<file path="config.mk">
export PLATFORM = sky130hd
export DESIGN_NAME = bdi_seq
export DESIGN_NICKNAME = d
export VERILOG_FILES = /design/src/bdi_pkg.sv /design/src/bdi_seq.sv
export SDC_FILE = /design/constraint.sdc
export NUM_CORES = 1
export LEC_CHECK = 0
export BUFFER_PORTS_ARGS = -buffer_cell sky130_fd_sc_hd__clkbuf_2
export CAP_MARGIN = 0
export CELL_PAD_IN_SITES_DETAIL_PLACEMENT = 0
export CELL_PAD_IN_SITES_GLOBAL_PLACEMENT = 1
export CORE_MARGIN = 10
export CORE_UTILIZATION = 35
export DETAILED_ROUTE_END_ITERATION = 7
export PLACE_DENSITY_LB_ADDON = 0.1
export RECOVER_POWER = 50
export SYNTH_ARGS = -nofsm -noshare
export SYNTH_HDL_FRONTEND = slang
export SYNTH_SLANG_ARGS = --single-unit
export TNS_END_PERCENT = 100
</file>
<file path="constraint.sdc">
create_clock -name i_clk -period 2.75 [get_ports i_clk]
set_clock_uncertainty 0.2 [all_clocks]
set_input_delay 0.55 -clock i_clk [delete_from_list [all_inputs] [get_ports i_clk]]
set_output_delay 0.55 -clock i_clk [all_outputs]
set_load 0.01 [all_outputs]
</file>
<file path="src/bdi_pkg.sv">
// Types, constants, fixed-point helpers and microcode ROM of the backward difference interpolator.
`default_nettype none
package bdi_pkg;

    localparam int FRAC_BITS = 16;
    localparam int DIV_W     = 33 + FRAC_BITS;
    localparam int DCNT_W    = $clog2(DIV_W + 1);
    localparam int PC_W      = 5;

    localparam logic signed [31:0] ONE    = 32'sd1 <<< FRAC_BITS;
    localparam logic [2:0]          NPTS  = 3'd4;
    localparam logic                FUNC_LOAD   = 1'b0;
    localparam logic [31:0]         RECIP_THREE = 32'hAAAA_AAAB;

    typedef enum logic [1:0] {
        ST_OK      = 2'd0,
        ST_SPACING = 2'd1,
        ST_FEW     = 2'd2,
        ST_SAT     = 2'd3
    } t_status;

    typedef struct packed {
        logic               func;
        logic signed [31:0] x_value;
        logic signed [31:0] y_value;
    } t_item;

    typedef struct packed {
        logic signed [31:0] value;
        t_status            status;
    } t_result;

    typedef struct packed {
        logic               sat;
        logic signed [31:0] v;
    } t_satv;

    typedef enum logic [3:0] {
        OP_NOP, OP_LOAD, OP_DIFF, OP_SETP, OP_SETQ, OP_MUL, OP_QMUL, OP_HALF,
        OP_DIV6, OP_RECIP, OP_ACC1, OP_ACC2, OP_ACC3, OP_EMIT_OK, OP_EMIT_FEW,
        OP_EMIT_HZ
    } t_op;

    typedef enum logic [2:0] {
        C_NEXT, C_ALWAYS, C_IDLE, C_LOAD, C_FEW, C_HZERO, C_DIVBUSY
    } t_cond;

    typedef enum logic [2:0] {
        SRC_P, SRC_Q1, SRC_Q2, SRC_B, SRC_C, SRC_D1, SRC_D2, SRC_D3
    } t_src;

    typedef enum logic [1:0] {
        DST_A, DST_B, DST_C
    } t_dst;

    typedef struct packed {
        t_op             op;
        t_cond           cond;
        logic [PC_W-1:0] target;
        t_src            src_a;
        t_src            src_b;
        t_dst            dst;
    } t_ucode;

    typedef struct packed {
        logic is_load;
        logic few;
        logic hzero;
        logic div_busy;
    } t_flags;

    localparam logic [PC_W-1:0] PC_IDLE     = 5'd0;
    localparam logic [PC_W-1:0] PC_DISPATCH = 5'd1;
    localparam logic [PC_W-1:0] PC_CHECK    = 5'd2;
    localparam logic [PC_W-1:0] PC_DIFF     = 5'd3;
    localparam logic [PC_W-1:0] PC_WAITP    = 5'd4;
    localparam logic [PC_W-1:0] PC_SETP     = 5'd5;
    localparam logic [PC_W-1:0] PC_SETQ     = 5'd6;
    localparam logic [PC_W-1:0] PC_MUL_A    = 5'd7;
    localparam logic [PC_W-1:0] PC_ST_A     = 5'd8;
    localparam logic [PC_W-1:0] PC_MUL_B    = 5'd9;
    localparam logic [PC_W-1:0] PC_ST_B     = 5'd10;
    localparam logic [PC_W-1:0] PC_MUL_C    = 5'd11;
    localparam logic [PC_W-1:0] PC_ST_C     = 5'd12;
    localparam logic [PC_W-1:0] PC_MUL_T2   = 5'd13;
    localparam logic [PC_W-1:0] PC_ST_T2    = 5'd14;
    localparam logic [PC_W-1:0] PC_MUL_T3   = 5'd15;
    localparam logic [PC_W-1:0] PC_DIV6     = 5'd16;
    localparam logic [PC_W-1:0] PC_ACC1     = 5'd17;
    localparam logic [PC_W-1:0] PC_ACC2     = 5'd18;
    localparam logic [PC_W-1:0] PC_RECIP    = 5'd19;
    localparam logic [PC_W-1:0] PC_ACC3     = 5'd20;
    localparam logic [PC_W-1:0] PC_EMIT     = 5'd21;
    localparam logic [PC_W-1:0] PC_LOAD     = 5'd22;
    localparam logic [PC_W-1:0] PC_FEW      = 5'd23;
    localparam logic [PC_W-1:0] PC_HZ       = 5'd24;
    localparam logic [PC_W-1:0] PC_LAST     = PC_HZ;

    function automatic t_satv f_sat32(input logic signed [63:0] v);
        t_satv r;
        r.sat = 1'b0;
        r.v   = v[31:0];
        if (v > 64'sd2147483647) begin
            r.sat = 1'b1;
            r.v   = 32'sh7FFF_FFFF;
        end else if (v < -64'sd2147483648) begin
            r.sat = 1'b1;
            r.v   = 32'sh8000_0000;
        end
        return r;
    endfunction

    function automatic t_satv f_sat_mag(input logic [DIV_W-1:0] m, input logic neg);
        t_satv r;
        r.sat = 1'b0;
        r.v   = m[31:0];
        if (neg) begin
            if (m > DIV_W'(33'h0_8000_0000)) begin
                r.sat = 1'b1;
                r.v   = 32'sh8000_0000;
            end else begin
                r.v   = 32'(32'd0 - m[31:0]);
            end
        end else if (m > DIV_W'(33'h0_7FFF_FFFF)) begin
            r.sat = 1'b1;
            r.v   = 32'sh7FFF_FFFF;
        end
        return r;
    endfunction

    // divide by 2^(FRAC_BITS + half), rounding toward zero
    function automatic logic signed [63:0] f_qshift(input logic signed [63:0] v,
                                                   input logic half);
        logic signed [63:0] bias;
        bias = 64'sd0;
        if (v[63]) begin
            bias = half ? ((64'sd1 <<< (FRAC_BITS + 1)) - 64'sd1)
                        : ((64'sd1 <<< FRAC_BITS) - 64'sd1);
        end
        return half ? ((v + bias) >>> (FRAC_BITS + 1)) : ((v + bias) >>> FRAC_BITS);
    endfunction

    function automatic t_ucode f_ucode(input logic [PC_W-1:0] pc);
        t_ucode uc;
        uc = '{op: OP_NOP, cond: C_NEXT, target: PC_IDLE,
               src_a: SRC_P, src_b: SRC_P, dst: DST_A};
        case (pc)
            PC_IDLE: begin
                uc.cond = C_IDLE;
            end
            PC_DISPATCH: begin
                uc.cond   = C_LOAD;
                uc.target = PC_LOAD;
            end
            PC_CHECK: begin
                uc.cond   = C_FEW;
                uc.target = PC_FEW;
            end
            PC_DIFF: begin
                uc.op     = OP_DIFF;
                uc.cond   = C_HZERO;
                uc.target = PC_HZ;
            end
            PC_WAITP: begin
                uc.cond   = C_DIVBUSY;
                uc.target = PC_WAITP;
            end
            PC_SETP:  uc.op = OP_SETP;
            PC_SETQ:  uc.op = OP_SETQ;
            PC_MUL_A: begin
                uc.op    = OP_MUL;
                uc.src_a = SRC_P;
                uc.src_b = SRC_D1;
            end
            PC_ST_A: begin
                uc.op  = OP_QMUL;
                uc.dst = DST_A;
            end
            PC_MUL_B: begin
                uc.op    = OP_MUL;
                uc.src_a = SRC_P;
                uc.src_b = SRC_Q1;
            end
            PC_ST_B: begin
                uc.op  = OP_QMUL;
                uc.dst = DST_B;
            end
            PC_MUL_C: begin
                uc.op    = OP_MUL;
                uc.src_a = SRC_B;
                uc.src_b = SRC_Q2;
            end
            PC_ST_C: begin
                uc.op  = OP_QMUL;
                uc.dst = DST_C;
            end
            PC_MUL_T2: begin
                uc.op    = OP_MUL;
                uc.src_a = SRC_B;
                uc.src_b = SRC_D2;
            end
            PC_ST_T2: uc.op = OP_HALF;
            PC_MUL_T3: begin
                uc.op    = OP_MUL;
                uc.src_a = SRC_C;
                uc.src_b = SRC_D3;
            end
            PC_DIV6:  uc.op = OP_DIV6;
            PC_ACC1:  uc.op = OP_ACC1;
            PC_ACC2:  uc.op = OP_ACC2;
            PC_RECIP: uc.op = OP_RECIP;
            PC_ACC3:  uc.op = OP_ACC3;
            PC_EMIT: begin
                uc.op   = OP_EMIT_OK;
                uc.cond = C_ALWAYS;
            end
            PC_LOAD: begin
                uc.op   = OP_LOAD;
                uc.cond = C_ALWAYS;
            end
            PC_FEW: begin
                uc.op   = OP_EMIT_FEW;
                uc.cond = C_ALWAYS;
            end
            PC_HZ: begin
                uc.op   = OP_EMIT_HZ;
                uc.cond = C_ALWAYS;
            end
            default: begin
                uc.cond = C_ALWAYS;
            end
        endcase
        return uc;
    endfunction

endpackage
`default_nettype wire

</file>
<file path="src/bdi_seq.sv">
// Microcode sequencer: step counter, ROM lookup and jump condition select.
`default_nettype none
module bdi_seq (
    input  wire logic             i_clk,
    input  wire logic             i_rst_n,
    input  wire logic             i_accept,
    input  wire bdi_pkg::t_flags  i_flags,
    output bdi_pkg::t_ucode       o_uc,
    output logic                  o_busy
);
    import bdi_pkg::*;

    logic [PC_W-1:0] r_pc, n_pc;
    t_ucode          w_uc;
    logic            w_take;

    assign w_uc = f_ucode(r_pc);

    always_comb begin
        case (w_uc.cond)
            C_NEXT:    w_take = 1'b0;
            C_ALWAYS:  w_take = 1'b1;
            C_IDLE:    w_take = !i_accept;
            C_LOAD:    w_take = i_flags.is_load;
            C_FEW:     w_take = i_flags.few;
            C_HZERO:   w_take = i_flags.hzero;
            C_DIVBUSY: w_take = i_flags.div_busy;
            default:   w_take = 1'b1;
        endcase
        n_pc = w_take ? w_uc.target : r_pc + 1'b1;
    end

    always_ff @(posedge i_clk) begin
        if (!i_rst_n) begin
            r_pc <= PC_IDLE;
        end else begin
            r_pc <= n_pc;
        end
    end

    assign o_uc   = w_uc;
    assign o_busy = r_pc != PC_IDLE;

`ifndef SYNTHESIS
    assert property (@(posedge i_clk) disable iff (!i_rst_n)
        r_pc <= PC_LAST)
        else $error("step counter outside the program");
    assert property (@(posedge i_clk) disable iff (!i_rst_n)
        i_accept |=> r_pc == PC_DISPATCH)
        else $error("accepted item not dispatched");
`endif

endmodule
`default_nettype wire

</file>
## Yosys cells after proc, flatten, opt, wreduce, memory -nomap -nowiden

Index checks and enable logic that the tools add are counted.

- Flip-flop bits (word level): 5
- Output and inout port bits: 21
- Word-level logic and storage cells: 45

- Equal/unequal tests: 29
- Mux-type cells: 7
- Add/sub/neg operators: 1
- Reduce and logical (&&, ||, !) cells: 7

Operators with widths:

| operator | number |
|---|---|
| 4-bit case mux with 15 select lines | 1 |
| 5-bit == test, second input constant | 9 |
| 5-bit by 4-bit == test with 1-bit output, second input constant | 8 |
| 6-bit case mux with 5 select lines | 1 |
| 5-bit by 3-bit == test with 1-bit output, second input constant | 4 |
| 5-bit case mux with 4 select lines | 1 |
| 3-bit case mux with 6 select lines | 1 |
| 16-bit OR reduction | 1 |
| 5-bit by 2-bit == test with 1-bit output, second input constant | 2 |
| 3-bit == test, second input constant | 3 |
| 3-bit by 2-bit == test with 1-bit output, second input constant | 2 |
| 1-bit case mux with 6 select lines | 1 |
| 5-bit by 1-bit adder with 5-bit output, second input constant | 1 |
| 5-bit by 1-bit == test with 1-bit output, second input constant | 1 |
| 5-bit logical NOT | 1 |
| 5-bit 2-to-1 mux | 1 |
| 5-bit nonzero test | 1 |
| 5-bit OR reduction | 1 |
| 2-bit case mux with 2 select lines | 1 |
| 3-bit logical NOT | 1 |
| 3-bit OR reduction | 1 |
| 1-bit logical NOT | 1 |

## Longest topological paths before layout

Gate-level depths: netlist of the first run.

- Depth in word-level cells: 6
- Gate-level depth with buffers: 9

## Least setup slack after synthesis of the first run

Ideal clock, no wire load.

- Path type: reg2out
- Start point: register r_pc[3]
- End point: output port o_uc[13] (netlist bit)
- Arrival time: 1.763 ns
- Data required time: 2.000 ns
- Path buffers: 2
- Cell stages (with the launch flop): 9
- Slack: 0.237 ns
- Path through: dfxtp_1 -> buf_4 -> clkbuf_1 -> and3_1 -> ha_1 -> a21oi_2 -> o211ai_1 -> o21a_1 -> inv_1

RTL lines:

| what | line | text |
|---|---|---|
| start: declaration | bdi_seq.sv:13 | `logic [PC_W-1:0] r_pc, n_pc;` |
| start signal: assignment | bdi_seq.sv:37 | `r_pc <= n_pc;` |
| end: declaration | bdi_seq.sv:8 | `output bdi_pkg::t_ucode o_uc,` |

==> qor.yml, run 1 <==
flow_run:
  maxCapViolCount: 0
floorplan:
  die_x_um: 70.3
  coreArea_um2: 2450
  die_height_um: 70.3
  initial_core_util_pct: 36.1
  dieArea_um2: 4950
  row_count: 18
  io_pins: 28
worst_setup_path:
  cp_top_family: "compound AO/OA/AOI/OAI gates"
  path_common_cell: "inv_1"
  cp.arrival_ns: 1.91
  crit_type: "register to output pin"
  end_kind: "output pin"
  critPathLaunchType: "register"
  crit_fanout: 11
  cpPeakStageDelay_ns: 0.38
  path_cells: "inv_1 -> ha_2 -> or2_4 -> a21boi_1 -> o21ai_1 -> o21a_1 -> inv_1 -> clkbuf_2"
  required_ns: 2.00
  cpMaxStageDelayCell: "dfxtp_2"
  r2r_setup_slack_ns: 0.42
  path_buf_inv: 3
finish:
  layout_commonest_cell: "clkbuf_2"
  fin_nets: 164
  reg_top3: "r_pc x5"
  final_layout_size_suffix_gt1_share_pct: 34.4
  largest_reg_flops: 5
  regMostFlops: "r_pc"
  stdcell_count: 181
  antenna_cells: 0
  layout-area-overhead-vs-synth_pct: 24.1
  final_cell_mix: "clkbuf_2, nand2_1, inv_1"
detailed_routing:
  num_vias: 932
  wl_per_cell_um: 13.6
  wl_um: 2460
  drt-pass1-iter-count: 4
  drc: 0
  via_per_inst: 5.15
  drtIter0Drc: 49
  drt.antenna.violating_nets: 0
sta:
  rsz0062_at_grt: "true"
  finalHoldViolCount: 0
  finalCriticalPeriod_ns: 2.66
  post-route-period-util_pct: 96.7
  hold-worst-slack_ns: 0.445
  fin_setup_tns_ns: 0
  max-slew-margin-rel_pct: 67.3
  max_freq_mhz: 376
  worst_pin_slew_ns: 0.490
  setup_viol: 0
  slew_viol_final: 0
synthesis:
  synth_cells: 125
  ys_seq_area_share_pct: 11.3
  netlist_area_um2: 887
  postSynthAreaPerCell_um2: 7.10
  synth_cell_types: 47
  yosys_register_bits: 5
  ys_warn_count: 0
  synth_ff_type: "dfxtp_1"
  async_reset_ff_share_pct: 0
  syn-num-nets: 137
  synth-edff-count: 0
global_route:
  grt.busiest_layer: "met2"
  overflow: 0
  grt_max_degree: 16
  antenna_found_initial: 0
  track_usage_pct: 9.47
  grt_pass1_vias: 920
  grt_pass1_wl_um: 4130
  grtUsageMet1_pct: 12.0
  grt_use_met2_pct: 15.7
  grtUsageMet3_pct: 1.69
place:
  place_congestion: 0.744
  hpwl_um: 1930
  dp_cells: 177
  port_buffers: 27
clock_tree:
  cts_buffers: 3
  worstSkewPairLatency_ns: 0.24
  cts_sinks: 5
  cts_buffer_depth: 2
  cts.clk_slew.worst_paths_ns: 0.04
  clock-root-buffer: "clkbuf_4"
  htreeDepth: 1
  cts_setup_buffers: 0
  cts_tree: "done"
power_and_ir_drop:
  power_leakage_nw: 0.523
  finalPower_mw: 1.42
  ir_drop_uv: 721
  power_density_nw_per_um2: 1290
worst_hold_path:
  holdCritPathClass: "register to register"
outcome:
  status: "complete, no violations"
## cells in the mapped netlist (3+ instances only)
cell | number | share of area [%]
a21o_1 | 3 | 2.5
a21oi_1 | 5 | 2.8
a2bb2oi_1 | 4 | 3.9
buf_2 | 3 | 1.7
clkbuf_1 | 3 | 1.3
dfxtp_1 | 5 | 11
ha_1 | 5 | 7.1
inv_1 | 8 | 3.4
mux2i_1 | 5 | 5.6
nand2_1 | 14 | 5.9
nor2_1 | 7 | 3.0
nor2b_1 | 6 | 4.2
nor3_1 | 5 | 2.8
o211ai_1 | 4 | 3.4
o21ai_0 | 6 | 3.4
or2_2 | 3 | 2.1
## what timing repair did
item,CTS,global route
gates resized for setup,4,7
setup endpoints to repair,2,3
pin swaps,0,2
hold buffers,0,0
hold endpoints to repair,0,0
## cell families after synthesis
| logic type | share of synthesized area (%) |
|---|---|
| AOI/OAI and AO/OA | 28.6 |
| and+or+nand+nor | 32.3 |
| buffers and inverters | 11.8 |
| adders and majority gates | 7.05 |
| xor gates and xnor gates | 1.97 |
| DFF | 11.3 |
| muxes | 6.91 |
## per-layer routing
layer  wire length (µm)  part of all wire [%]
met1               1180                    48
met2               1140                    46
met3                131                   5.3
met4                  0                     0
met5                  0                     0
## power breakdown
group / total [mW] / switching, mW / internal, mW
clock network: 0.0831 / 0.0284 / 0.0547
registers: 0.160 / 0.0553 / 0.105
logic: 1.18 / 0.659 / 0.521
total: 1.42 / 0.743 / 0.680
## final timing paths
check                     startpoint                 end  depth (start not counted)
setup reg to reg  r_pc[0]$_SDFF_PN0_  r_pc[4]$_SDFF_PN0_                          7
hold reg to reg   r_pc[0]$_SDFF_PN0_  r_pc[0]$_SDFF_PN0_                          3
hold / removal    r_pc[0]$_SDFF_PN0_  r_pc[0]$_SDFF_PN0_                          3
setup / recovery  r_pc[1]$_SDFF_PN0_            o_uc[13]                          8
## through the flow
step / instance area, µm² / util, % / setup WS, ns
finish: 1100 / 44.9 / 0.0911
global route: 1100 / 44.9 / -0.0313
CTS: 1080 / 43.9 / 0.0248
detailed placement: 1040 / 42.4 / 0.179
global placement: 1040 / 42.4 / 0.173
floorplan: 887 / - / 0.237
## cell type report
| class | instances | area [µm²] |
|---|---|---|
| clock buffer | 4 | 26.3 |
| inverter | 9 | 33.8 |
| tap | 30 | 37.5 |
| sequential | 5 | 103 |
| timing repair buffer | 34 | 184 |
| fill | 256 | 1350 |
| multi-input combinational | 99 | 717 |
## worst register-to-register path: cells and delay by family (launching register included)
family	cells	cell delay, ns
mux	1	0.23
compound gates	2	0.55
flops	1	0.34
simple gates	2	0.48
fa+ha+maj	1	0.32
buf+inv	1	0.14
Power figures use the tool's default switching activity.
==> run 2: changes to the inputs <==
==> constraint.sdc (replaced) <==
create_clock -name i_clk -period 2.75 [get_ports i_clk]
set_clock_uncertainty 0.2 [all_clocks]
set_input_delay 0.275 -clock i_clk [delete_from_list [all_inputs] [get_ports i_clk]]
set_output_delay 0.275 -clock i_clk [all_outputs]
set_load 0.01 [all_outputs]
==> run 2 against run 1 <==
Sequential cell count unchanged. Global-route usage increased by 1.1 points. Fmax increased by 4.8%.
==> qor.yml, run 2 (same netlist as run 1, synthesis figures left out) <==
sta:
  finalHoldViolCount: 0
  worst_pin_slew_ns: 0.521
  hold-worst-slack_ns: 0.176
  finalCriticalPeriod_ns: 2.54
  post-route-period-util_pct: 92.3
  slew_viol_final: 0
  setup_viol: 0
  fin_setup_tns_ns: 0
  max_freq_mhz: 394
  rsz0062_at_grt: "false"
  max-slew-margin-rel_pct: 65.1
worst_hold_path:
  holdCritPathClass: "input port to register"
  hold_path_depth: 3
finish:
  layout-area-overhead-vs-synth_pct: 15.9
  fillCellCount: 287
  reg_top3: "r_pc x5"
  largest_reg_flops: 5
  regMostFlops: "r_pc"
  final_cell_mix: "clkbuf_2, nand2_1, clkbuf_1"
  fin_nets: 161
  layout_commonest_cell: "clkbuf_2"
  stdcell_count: 178
  final_layout_size_suffix_gt1_share_pct: 25.0
  antenna_cells: 0
global_route:
  grt_max_degree: 14
  track_usage_pct: 10.6
  grt_pass1_vias: 1002
  overflow: 0
  antenna_found_initial: 0
  grt_pass1_wl_um: 4580
floorplan:
  coreArea_um2: 2450
  initial_core_util_pct: 36.1
  row_count: 18
  io_pins: 28
  die_x_um: 70.3
  dieArea_um2: 4950
  die_height_um: 70.3
detailed_routing:
  num_vias: 944
  wl_um: 2590
  drtIter0Drc: 35
  drc: 0
  drt.antenna.violating_nets: 0
  drt-pass1-iter-count: 4
  wl_per_cell_um: 14.6
  via_per_inst: 5.30
clock_tree:
  cts.clk_slew.worst_paths_ns: 0.04
  cts_buffer_depth: 2
  worstSkewPairLatency_ns: 0.24
  cts_hold_buffers: 0
  cts_tree: "done"
  cts_buffers: 3
  clock-root-buffer: "clkbuf_4"
  htreeDepth: 1
  cts_sinks: 5
worst_setup_path:
  path_common_cell: "inv_1"
  cpMaxStageDelayCell: "dfxtp_1"
  critPathLaunchType: "register"
  path_depth: 8
  ff2ff_path_depth: 8
  cpPeakStageDelay_ns: 0.39
  crit_type: "register to output pin"
  end_kind: "output pin"
  path_buf_inv: 3
  crit_fanout: 10
  cp_top_family: "compound AO/OA/AOI/OAI gates"
  cp.arrival_ns: 2.06
  path_cells: "inv_1 -> ha_1 -> mux2_1 -> nand2_1 -> o211ai_1 -> o21a_1 -> inv_1 -> clkbuf_2"
  required_ns: 2.28
power_and_ir_drop:
  power_density_nw_per_um2: 1310
  power_leakage_nw: 0.487
  ir_drop_uv: 789
  finalPower_mw: 1.34
flow_run:
  maxCapViolCount: 0
place:
  dp_cells: 174
  hpwl_um: 2040
  place_congestion: 0.791
  port_buffers: 27
outcome:
  status: "complete, no violations"
## run 2: cell types whose count changed in the layout (fill, tap and decap cells not counted), sizes merged
cell,before,now
clkbuf,31,32
buf,7,3
## run 2: worst paths after layout
path / start / end / slack [ns]
setup / recovery: r_pc[0]$_SDFF_PN0_ / o_uc[13] / 0.21
hold reg to reg: r_pc[1]$_SDFF_PN0_ / r_pc[3]$_SDFF_PN0_ / 0.46
setup reg to reg: r_pc[0]$_SDFF_PN0_ / r_pc[0]$_SDFF_PN0_ / 0.31
hold / removal: i_rst_n / r_pc[2]$_SDFF_PN0_ / 0.18
## run 2: metal layers
metal	up-vias	track usage, %	share of wire [%]
met2	17	18.2	47
met4	0	3.29	0.77
li1	483	-	-
met3	4	3.11	6.1
met1	440	12.1	46
met5	-	0	0
## run 2: where the power goes
group          switching, mW  internal, mW
combinational          0.641         0.460
sequential            0.0544         0.101
clock                 0.0315        0.0549
total                  0.727         0.617
## run 2: cell type report
class / instances / area (µm²) / share of cell area [%]
tap: 30 / 37.5 / 3.65
sequential: 5 / 100 / 9.73
clock buffer: 4 / 26.3 / 2.55
timing repair buffer: 31 / 153 / 14.8
inverter: 9 / 33.8 / 3.28
multi-input combinational: 99 / 678 / 65.9
## run 2: per-stage QoR
| stage | util (%) | worst slack (ns) | area, µm² |
|---|---|---|---|
| global placement | 41.5 | 0.269 | 1020 |
| CTS | 42.6 | 0.111 | 1040 |
| global route | 41.9 | 0.00818 | 1030 |
| finish | 41.9 | 0.212 | 1030 |
| detailed placement | 41.5 | 0.234 | 1020 |
| floorplan | - | 0.414 | 887 |
## run 2: repair_timing
action | CTS | global route
endpoints found under the hold margin | 0 | 0
setup endpoints to repair | 0 | 1
buffers inserted | 0 | 0
resized for setup | 0 | 1
## run 2: tightest hold or removal path: stages
cell      delay [ns]
clkbuf_2        0.16
nand2_1         0.08
mux2i_1         0.05
==> run 3: changes to the inputs <==
--- a/config.mk
+++ b/config.mk
@@ -12,6 +12,7 @@
 export CORE_MARGIN = 10
 export CORE_UTILIZATION = 35
 export DETAILED_ROUTE_END_ITERATION = 7
+export MAX_ROUTING_LAYER = met4
 export PLACE_DENSITY_LB_ADDON = 0.1
 export RECOVER_POWER = 50
 export SYNTH_ARGS = -nofsm -noshare
==> constraint.sdc (replaced) <==
create_clock -name i_clk -period 2.75 [get_ports i_clk]
set_clock_uncertainty 0.2 [all_clocks]
set_input_delay 0.55 -clock i_clk [delete_from_list [all_inputs] [get_ports i_clk]]
set_output_delay 0.55 -clock i_clk [all_outputs]
set_load 0.01 [all_outputs]
==> run 3 against run 2 <==
Sequential power rose by 3%. Wire length fell by 5.3%. Power rose by 5.9%. Sequential share of layout area fell by 0.39 points. Via count fell by 1.3%. First-iteration DRC count rose by 51%. Final area rose by 6.8%. Critical path type unchanged. Count of clock-buffer cells in the layout did not move. Sequential cell count did not move. Utilization rose by 2.9 points.
==> qor.yml, run 3 (same netlist as run 1, synthesis figures left out) <==
outcome:
  status: "complete, no violations"
floorplan:
  die_height_um: 70.3
  die_x_um: 70.3
  coreArea_um2: 2450
  row_count: 18
  initial_core_util_pct: 36.1
  io_pins: 28
  dieArea_um2: 4950
sta:
  finalCriticalPeriod_ns: 2.66
  max-slew-margin-rel_pct: 67.3
  setup_viol: 0
  finalHoldViolCount: 0
  post-route-period-util_pct: 96.7
  slew_viol_final: 0
  max_freq_mhz: 376
  rsz0062_at_grt: "true"
  worst_pin_slew_ns: 0.490
  hold-worst-slack_ns: 0.445
clock_tree:
  cts_hold_buffers: 0
  cts.clk_slew.worst_paths_ns: 0.04
  cts_buffers: 3
  cts_sinks: 5
  htreeDepth: 1
  clock-root-buffer: "clkbuf_4"
  cts_buffer_depth: 2
  worstSkewPairLatency_ns: 0.24
  cts_tree: "done"
worst_setup_path:
  crit_fanout: 11
  end_kind: "output pin"
  crit_type: "register to output pin"
  cp.arrival_ns: 1.91
  required_ns: 2.00
  critPathLaunchType: "register"
detailed_routing:
  drc: 0
  drtIter0Drc: 53
  via_per_inst: 5.15
  wl_um: 2450
  drt.antenna.violating_nets: 0
  num_vias: 932
  wl_per_cell_um: 13.6
  drt-pass1-iter-count: 4
place:
  place_congestion: 0.754
  port_buffers: 27
  hpwl_um: 1930
power_and_ir_drop:
  power_density_nw_per_um2: 1300
  p_int_uw: 680
  power_leakage_nw: 0.522
  ir_drop_uv: 721
  p_sw_uw: 743
  finalPower_mw: 1.42
  clkPwrFrac_pct: 5.8
  pwr-share-seq_pct: 11.2
  sw_frac_of_total_pct: 52.2
  pwr-share-comb_pct: 82.9
finish:
  antenna_cells: 0
  layout-area-overhead-vs-synth_pct: 23.8
  fin_nets: 164
  largest_reg_flops: 5
  layout_commonest_cell: "clkbuf_2"
  reg_top3: "r_pc x5"
  regMostFlops: "r_pc"
  fillCellCount: 257
  final_cell_mix: "clkbuf_2, nand2_1, inv_1"
  final_layout_size_suffix_gt1_share_pct: 34.4
global_route:
  grtUsageMet3_pct: 1.41
  grt_pass1_wl_um: 4130
  grtUsageMet1_pct: 12.2
  grt_pass1_vias: 920
  track_usage_pct: 9.71
  grt_max_degree: 16
  antenna_found_initial: 0
  grt_use_met2_pct: 15.7
  overflow: 0
  grt.busiest_layer: "met2"
flow_run:
  maxCapViolCount: 0
worst_hold_path:
  holdCritPathClass: "register to register"
==> run 3: cell count changes in the layout (fill, tap and decap cells not counted), sizes merged <==
cell / change
buf: +3
==> run 3: through the flow <==
step / worst slack, ns / TNS (ns) / util (%) / area, µm² / cells
2_1_floorplan: 0.237 / 0 / - / 887 / 125
3_3_place_gp: 0.173 / 0 / 42.4 / 1040 / 177
3_5_place_dp: 0.179 / 0 / 42.4 / 1040 / 177
4_1_cts: 0.0248 / 0 / 43.9 / 1080 / 181
5_1_grt: -0.0313 / -0.0444 / 44.8 / 1100 / 181
6_report: 0.0911 / 0 / 44.8 / 1100 / 181
==> run 3: power groups by stage <==
stage	Clock, mW	Sequential (mW)	Combinational, mW
floorplan	0	0.134	0.859
global route	0.0915	0.166	1.31
global placement	0	0.148	1.16
detailed placement	0	0.148	1.16
finish	0.0831	0.160	1.18
CTS	0.0877	0.148	1.17
==> run 3: area by class of cell <==
cell class / instances / area [µm²] / share of cell area, %
repair buffers: 34 / 181 / 16.5
multi-input cells: 99 / 717 / 65.3
well taps: 30 / 37.5 / 3.42
flip-flops and latches: 5 / 103 / 9.34
inverters: 9 / 33.8 / 3.08
clock buffers: 4 / 26.3 / 2.39
==> run 3: repair_timing <==
item,4_1_cts,5_1_grt
endpoints found under the setup margin,2,3
gates resized for setup,4,7
buffers inserted,0,0
pin swaps,0,2
==> run 3: path summary, 6_finish.rpt <==
path | startpoint | to | slack (ns) | depth (start not counted)
max | r_pc[1]$_SDFF_PN0_ | o_uc[13] | 0.09 | 8
min | r_pc[0]$_SDFF_PN0_ | r_pc[0]$_SDFF_PN0_ | 0.45 | 3
max reg2reg | r_pc[0]$_SDFF_PN0_ | r_pc[4]$_SDFF_PN0_ | 0.42 | 7
min reg2reg | r_pc[0]$_SDFF_PN0_ | r_pc[0]$_SDFF_PN0_ | 0.45 | 3
==> run 3: layer usage <==
| layer | wire (µm) | up-vias | part of all wire (%) |
|---|---|---|---|
| met2 | 1140 | 22 | 46 |
| met3 | 118 | 0 | 4.8 |
| li1 | - | 487 | - |
| met1 | 1190 | 423 | 49 |
| met4 | 0 | 0 | 0 |
| met5 | 0 | - | 0 |
==> run 3: worst max-delay path, cell delays in order, from the launching register on <==
cell      delay [ns]
dfxtp_2         0.38
inv_1           0.08
ha_2            0.25
or2_4           0.30
a21boi_1        0.16
o21ai_1         0.09
o21a_1          0.23
inv_1           0.06
clkbuf_2        0.12
